**config.mk**
```make
export PLATFORM = sky130hd
export DESIGN_NAME = transpose_word_list_core
export DESIGN_NICKNAME = d
export VERILOG_FILES = /design/src/rtl/core/twl_pkg.sv /design/src/rtl/core/transpose_word_list_core.sv
export SDC_FILE = /design/constraint.sdc
export NUM_CORES = 2
export LEC_CHECK = 0
export ABC_AREA = 1
export BUFFER_PORTS_ARGS = -buffer_cell sky130_fd_sc_hd__buf_4
export CORE_MARGIN = 4
export CORE_UTILIZATION = 50
export CTS_CLUSTER_SIZE = 14
export DETAILED_ROUTE_END_ITERATION = 10
export PLACE_DENSITY = 0.75
export SLEW_MARGIN = 20
export SYNTH_ARGS = -nofsm -noshare
export SYNTH_HDL_FRONTEND = slang
export SYNTH_SLANG_ARGS = --single-unit
export TNS_END_PERCENT = 10
```
**constraint.sdc**
```tcl
create_clock -name clk -period 15.5 [get_ports clk]
set_clock_uncertainty 0.2 [all_clocks]
set_input_delay 0.775 -clock clk [delete_from_list [all_inputs] [get_ports clk]]
set_output_delay 0.775 -clock clk [all_outputs]
set_load 0.005 [all_outputs]
```
**src/rtl/core/twl_pkg.sv**
```systemverilog
// Package for the transpose word list core.
// Holds the stream widths, request codes and the sequencer state type.
// No dependencies.
package twl_pkg;

    // Widest word carried on the input stream: 20 bytes.
    localparam int WORD_MAX_BYTES = 20;
    localparam int WORD_MAX_BITS  = 8 * WORD_MAX_BYTES;

    // Stream widths
    localparam int S_DATA_W = WORD_MAX_BITS;
    localparam int S_USER_W = 1;
    localparam int M_DATA_W = 8;
    localparam int M_USER_W = 1;

    // Result field widths
    localparam int POS_W   = 3;
    localparam int COUNT_W = 3;

    // Request kinds carried in s_tuser
    localparam logic REQ_UP   = 1'b0;
    localparam logic REQ_DOWN = 1'b1;

    typedef enum logic [3:0] {
        ST_IDLE,
        ST_READ,
        ST_CMP,
        ST_DECIDE,
        ST_NB_READ,
        ST_SWAP_A,
        ST_SWAP_B,
        ST_APPEND,
        ST_DONE
    } twl_state_t;

endpackage

```
**src/rtl/core/transpose_word_list_core.sv**
```systemverilog
// Transpose word list core: self-organizing table of words, transpose rule.
// Depends on twl_pkg.
//
// The core keeps an ordered table of up to ENTRIES words of WORD_BYTES bytes
// and moves a named word one place toward the front (up) or the back (down)
// per request. An up request on an absent word appends it, or overwrites the
// last entry once the table is full; a down request on an absent word reports
// not found. Each word on the input stream gives exactly one result word.
// One request is worked at a time: the core accepts a word, then scans the
// table with a single 8*WORD_BYTES-bit equality comparator, one entry at a
// time, each read in ST_READ and compared in ST_CMP (one-port table memory
// with a registered read), then does the swap (neighbor read plus two
// writes) or the append. A request on an empty table skips the scan.
// s_tready stays low from acceptance until the request is through. The
// finished request also waits in ST_DONE for as long as the previous result
// is still held in the output register. The result sits in that output
// register, so the next request can be taken while it waits.
// The table memory needs no clearing after reset: only entries below the
// stored count are ever read.
module transpose_word_list_core #(
    parameter int ENTRIES    = 6,
    parameter int WORD_BYTES = 20
) (
    input  logic                          clk,
    input  logic                          rst_n,

    input  logic                          s_tvalid,
    output logic                          s_tready,
    // [63:0] word_lo, [127:64] word_mid, [159:128] word_hi
    input  logic [twl_pkg::S_DATA_W-1:0]  s_tdata,
    // [0] req_type
    input  logic [twl_pkg::S_USER_W-1:0]  s_tuser,

    output logic                          m_tvalid,
    input  logic                          m_tready,
    // [2:0] position, [5:3] entry_count, [7:6] zero
    output logic [twl_pkg::M_DATA_W-1:0]  m_tdata,
    // [0] not_found
    output logic [twl_pkg::M_USER_W-1:0]  m_tuser
);

    localparam int WORD_BITS = 8 * WORD_BYTES;
    localparam int IW        = $clog2(ENTRIES);
    localparam int CW        = $clog2(ENTRIES + 1);

    twl_pkg::twl_state_t state_reg, state_next;

    // Request registers
    logic [WORD_BITS-1:0] word_reg;
    logic                 down_reg;

    // Scan and sequencing registers
    logic [IW-1:0]        idx_reg;     // scan index, then the matched entry
    logic [IW-1:0]        nb_reg;      // swap partner or append slot
    logic                 found_reg;
    logic [CW-1:0]        count_reg;

    // Result being built
    logic [IW-1:0]        pos_reg;
    logic                 nf_reg;

    // Output register
    logic                 out_valid_reg;
    logic [twl_pkg::POS_W-1:0]   out_pos_reg;
    logic [twl_pkg::COUNT_W-1:0] out_count_reg;
    logic                 out_nf_reg;

    // Table memory, one port, registered read
    logic [WORD_BITS-1:0] table_mem [ENTRIES];
    logic [WORD_BITS-1:0] rd_data_reg;

    logic                 rd_en;
    logic [IW-1:0]        rd_addr;
    logic                 wr_en;
    logic [IW-1:0]        wr_addr;
    logic [WORD_BITS-1:0] wr_data;

    // Shared compare and index tests
    logic                 match;
    logic                 scan_last;
    logic                 at_front;
    logic                 has_next;
    logic                 full;
    logic                 out_free;
    logic                 accept;

    assign match     = (rd_data_reg == word_reg);
    assign scan_last = ((CW'(idx_reg) + CW'(1)) == count_reg);
    assign at_front  = (idx_reg == '0);
    assign has_next  = ((CW'(idx_reg) + CW'(1)) < count_reg);
    assign full      = (count_reg == CW'(ENTRIES));
    assign out_free  = !out_valid_reg || m_tready;
    assign accept    = s_tvalid && s_tready;

    // Next state
    always_comb
    begin
        state_next = state_reg;
        unique case (state_reg)
            twl_pkg::ST_IDLE:
            begin
                if (accept)
                begin
                    state_next = (count_reg == '0) ? twl_pkg::ST_DECIDE
                                                   : twl_pkg::ST_READ;
                end
            end
            twl_pkg::ST_READ:
            begin
                state_next = twl_pkg::ST_CMP;
            end
            twl_pkg::ST_CMP:
            begin
                if (match || scan_last)
                    state_next = twl_pkg::ST_DECIDE;
                else
                    state_next = twl_pkg::ST_READ;
            end
            twl_pkg::ST_DECIDE:
            begin
                if (!found_reg)
                begin
                    state_next = (down_reg == twl_pkg::REQ_DOWN) ? twl_pkg::ST_DONE
                                                                 : twl_pkg::ST_APPEND;
                end
                else if (down_reg == twl_pkg::REQ_DOWN)
                begin
                    state_next = has_next ? twl_pkg::ST_NB_READ : twl_pkg::ST_DONE;
                end
                else
                begin
                    state_next = at_front ? twl_pkg::ST_DONE : twl_pkg::ST_NB_READ;
                end
            end
            twl_pkg::ST_NB_READ:
            begin
                state_next = twl_pkg::ST_SWAP_A;
            end
            twl_pkg::ST_SWAP_A:
            begin
                state_next = twl_pkg::ST_SWAP_B;
            end
            twl_pkg::ST_SWAP_B:
            begin
                state_next = twl_pkg::ST_DONE;
            end
            twl_pkg::ST_APPEND:
            begin
                state_next = twl_pkg::ST_DONE;
            end
            twl_pkg::ST_DONE:
            begin
                if (out_free)
                    state_next = twl_pkg::ST_IDLE;
            end
            default:
            begin
                state_next = twl_pkg::ST_IDLE;
            end
        endcase
    end

    // Sequencer outputs: handshake and memory port controls
    always_comb
    begin
        s_tready = 1'b0;
        rd_en    = 1'b0;
        rd_addr  = idx_reg;
        wr_en    = 1'b0;
        wr_addr  = nb_reg;
        wr_data  = word_reg;
        unique case (state_reg)
            twl_pkg::ST_IDLE:
            begin
                s_tready = 1'b1;
            end
            twl_pkg::ST_READ:
            begin
                rd_en   = 1'b1;
                rd_addr = idx_reg;
            end
            twl_pkg::ST_NB_READ:
            begin
                rd_en   = 1'b1;
                rd_addr = nb_reg;
            end
            twl_pkg::ST_SWAP_A:
            begin
                // matched entry equals the request word: it goes to the partner
                wr_en   = 1'b1;
                wr_addr = nb_reg;
                wr_data = word_reg;
            end
            twl_pkg::ST_SWAP_B:
            begin
                wr_en   = 1'b1;
                wr_addr = idx_reg;
                wr_data = rd_data_reg;
            end
            twl_pkg::ST_APPEND:
            begin
                wr_en   = 1'b1;
                wr_addr = nb_reg;
                wr_data = word_reg;
            end
            default:
            begin
                s_tready = 1'b0;
            end
        endcase
    end

    // Table memory
    always_ff @(posedge clk)
    begin
        if (wr_en)
            table_mem[wr_addr] <= wr_data;
        if (rd_en)
            rd_data_reg <= table_mem[rd_addr];
    end

    // Control registers
    always_ff @(posedge clk or negedge rst_n)
    begin
        if (!rst_n)
        begin
            state_reg     <= twl_pkg::ST_IDLE;
            count_reg     <= '0;
            out_valid_reg <= 1'b0;
        end
        else
        begin
            state_reg <= state_next;
            if (state_reg == twl_pkg::ST_APPEND && !full)
                count_reg <= count_reg + CW'(1);
            if (state_reg == twl_pkg::ST_DONE && out_free)
                out_valid_reg <= 1'b1;
            else if (m_tready)
                out_valid_reg <= 1'b0;
        end
    end

    // Datapath registers
    always_ff @(posedge clk)
    begin
        case (state_reg)
            twl_pkg::ST_IDLE:
            begin
                word_reg  <= s_tdata[WORD_BITS-1:0];
                down_reg  <= s_tuser[0];
                idx_reg   <= '0;
                found_reg <= 1'b0;
            end
            twl_pkg::ST_CMP:
            begin
                if (match)
                    found_reg <= 1'b1;
                else if (!scan_last)
                    idx_reg <= idx_reg + IW'(1);
            end
            twl_pkg::ST_DECIDE:
            begin
                nf_reg <= 1'b0;
                if (!found_reg)
                begin
                    if (down_reg == twl_pkg::REQ_DOWN)
                    begin
                        nf_reg  <= 1'b1;
                        pos_reg <= '0;
                    end
                    else
                    begin
                        // append slot: end of table, or last entry when full
                        nb_reg  <= full ? IW'(ENTRIES - 1) : count_reg[IW-1:0];
                        pos_reg <= full ? IW'(ENTRIES - 1) : count_reg[IW-1:0];
                    end
                end
                else if (down_reg == twl_pkg::REQ_DOWN)
                begin
                    nb_reg  <= idx_reg + IW'(1);
                    pos_reg <= has_next ? idx_reg + IW'(1) : idx_reg;
                end
                else
                begin
                    nb_reg  <= idx_reg - IW'(1);
                    pos_reg <= at_front ? idx_reg : idx_reg - IW'(1);
                end
            end
            twl_pkg::ST_DONE:
            begin
                if (out_free)
                begin
                    out_pos_reg   <= twl_pkg::POS_W'(pos_reg);
                    out_count_reg <= twl_pkg::COUNT_W'(count_reg);
                    out_nf_reg    <= nf_reg;
                end
            end
            default:
            begin
            end
        endcase
    end

    assign m_tvalid = out_valid_reg;
    assign m_tdata  = {2'b00, out_count_reg, out_pos_reg};
    assign m_tuser  = out_nf_reg;

endmodule

```
==> run_results.csv <==
group,metric,value,unit
global_route,grt_usage,0.228,
status,status,"finished clean",
place,dpl_cell_area,54400,um2
sta,finalHoldViolations,0,
global_route,first_global_vias,30700,
synthesis,async_reset_ff_frac,0.00612,
sta,setup_viol,0,
final_layout,design_area,59700,um2
synthesis,netlist_top_cells_area,"edfxtp_1 (75%), nand2_1 (5.3%), mux2_2 (2.8%)",
critical_path,cp-start-kind,"flop",
power,switching_power,4.25,mW
routing,drc,0,
die,core_area,103000,um2
sta,rsz0062_at_grt,"false",
critical_path,crit_type,"flop to flop",
place,io_buffers,173,
synthesis,yosys.area.top_type,"edfxtp_1",
global_route,grt_start_max_net_pins,241,
die,die_w,330,um
critical_path,crit_required,15.65,ns
critical_path,crit_family,"buffers and inverters",
final_layout,final_cell_count_no_fill,5558,
critical_path,timing.critical_path.from,"state_reg[1]$_DFFE_PN0P_",
synthesis,synth_warnings,0,
synthesis,netlist_instances,3804,
power,clkPwrFrac,0.254,
min_path,hp-start,"s_tdata[143]",
critical_path,crit_top_cell,"buf_4",
power,switching_share,0.351,
power,p_comb_frac,0.295,
die,fp-row-count,118,
synthesis,ys.flop_type,"edfxtp_1",
critical_path,critical_path_depth,10,
final_layout,multi_input_area,11400,um2
final_layout,nNetsFinal,4249,
routing,first_pass_iters,5,
clocking,cts_tree,"built",
critical_path,slowest_stage,"buf_4",
power,sequentialPowerShare,0.451,
final_layout,layout-area-overhead-vs-synth,14.9,%
place,placed_cells,5201,
critical_path,r2r_slack,10.39,ns
final_layout,layout-drive-gt1-share,0.131,
clocking,cts_resized,0,
die,ios,176,
clocking,cts_made_buffers,132,
run,maxCapViolations,0,
sta,drv_slew,0,
sta,max_slew_margin,0.128,
power,cellPowerDensity,203,nW/um2
sta,fin_crit,5.11,ns
synthesis,yosysSeqAreaShare,0.754,
routing,ant_nets,0,
routing,wl_per_cell,22.6,um
critical_path,cp.arrival,5.26,ns
clocking,htree_levels,4,
routing,vias,31500,
sta,worst_slew_pin_slew,1.31,ns
critical_path,cp-end-kind,"flop",
place,dp_hpwl,68.3,mm
synthesis,synth_area,52000,um2
sta,fin_tns_setup,0,ns
critical_path,path_cells,"inv_1 > nor2_1 > nand2_4 > buf_4 > o21ai_0 > inv_1 > nand2_1 > nor2_4 > buf_4 > buf_4",
global_route,overflow,0,
clocking,post_cts.repair.setup_buffers,0,
die,die_h,330,um
final_layout,largest_register_ffs,960,
critical_path,cpPeakStageDelay,0.82,ns
critical_path,worstReg2RegEnd,"table_mem[2][72]$_DFFE_PP_",
routing,wl,126,mm
power,max-vdd-ir-drop,0.207,mV
final_layout,seq_area,39200,um2
sta,max_freq,196,MHz
final_layout,final_common_cell,"edfxtp_1",
critical_path,path_buf_inv,5,
place,gp_routability_congestion,0.820,
clocking,cts.sinks,1307,
sta,fin_crit_sh,0.330,
clocking,clk_pin_slew,0.06,ns
synthesis,synth_area_per_cell,13.7,um2
synthesis,synth_edf_count,1299,
synthesis,ys_ff_latch,1307,
critical_path,reg2regPathDepth,10,
final_layout,fill_cells,7834,
critical_path,endpoint,"table_mem[2][72]$_DFFE_PP_",
routing,drt_iter0_markers,3684,
die,dieArea,109000,um2
critical_path,worst_r2r_startpoint,"state_reg[1]$_DFFE_PN0P_",
synthesis,synth.distinct_cells,39,
global_route,grt_pass1_wl,187,mm
synthesis,synth_top_area_frac,0.750,
die,start_util,0.503,
power,p_leak,20.3,nW
clocking,clockBufferDepth,3,
critical_path,crit_fanout,69,
clocking,worstSkewPairLatency,0.74,ns
final_layout,utilization,0.578,
min_path,hold_path.class,"input pin to flop",
clocking,cts_root_buf,"clkbuf_16",
final_layout,final_cell_mix,"edfxtp_1 (1299), nand2_1 (731), nor2_1 (306)",
routing,viasPerCell,5.67,
power,internal-power,7.85,mW
global_route,antenna_found_initial,4,
## power groups by stage
stage,Clock (mW),Sequential [mW],Combinational (mW)
final,3.07,5.46,3.57
after global routing,3.27,5.51,3.92
after CTS,3.12,5.46,3.56
after detailed placement,0,5.52,3.51
after global placement,0,5.50,3.40
after floorplan,0,5.49,2.48
## per-layer routing
metal	part of all wire	global-route usage	vias up	wire, um
met5	0.00010	0	-	13
met4	0.036	0.0891	2	4530
met3	0.095	0.0537	226	11900
met2	0.47	0.362	1441	59600
met1	0.40	0.307	15600	49700
li1	-	-	14200	-
## what timing repair did
item,4_1_cts,5_1_grt
hold buffers,120,0
endpoints found under the setup margin,0,0
endpoints found under the hold margin,127,0
## area by class of cell
type	instances	share of cell area
inverters	97	0.00643
repair buffers	334	0.0478
multi-input cells	2203	0.191
well taps	1380	0.0289
diodes	1	0.0000419
clock inverters	67	0.0100
clock buffers	169	0.0594
flip-flops and latches	1307	0.656
## per-stage QoR
| stage | hold slack [ns] | total power [mW] | setup WS [ns] |
|---|---|---|---|
| CTS | 0.00127 | 12.1 | 10.31 |
| detailed placement | 0.209 | 9.02 | 10.33 |
| floorplan | 0.200 | 7.97 | 2.59 |
| finish | 0.0312 | 12.1 | 10.39 |
| global route | 0.00638 | 12.7 | 10.06 |
| global placement | 0.206 | 8.90 | 10.41 |
## cells by family (layout without fill, tap and decap cells)
family,count (synthesis),after routing,synth area share
compound gates,853,853,0.0857
xor+xnor,133,133,0.0224
fa+ha+maj,9,9,0.00217
buf+inv,295,667,0.0284
flops,1307,1307,0.754
mux,130,130,0.0282
other cells,1,3,0.0000721
simple gates,1076,1076,0.0791
## cell usage after synthesis (all sizes together) (2+ instances only)
master / instances
a21oi: 263
a311oi: 2
a31oi: 11
buf: 115
clkbuf: 83
dfrtp: 8
edfxtp: 1299
ha: 9
inv: 96
mux2: 130
nand2: 734
nand3: 7
nand4: 11
nor2: 315
nor3: 4
o21ai: 515
o22ai: 35
o2bb2ai: 24
or2: 3
xnor2: 106
xor2: 27
## how the worst min path moves through the flow
stage	end	slack, ns	cells past startpoint
4_1_cts	m_tvalid$_DFFE_PN0P_	0.001	2
6_report	word_reg[143]$_DFFE_PP_	0.03	1
5_1_grt	word_reg[88]$_DFFE_PP_	0.006	1
3_5_place_dp	m_tuser$_DFFE_PP_	0.21	0
3_3_place_gp	out_pos_reg[1]$_DFFE_PP_	0.21	0
2_1_floorplan	m_tuser$_DFFE_PP_	0.20	0
No activity file was read; power rests on OpenSTA's default activity.
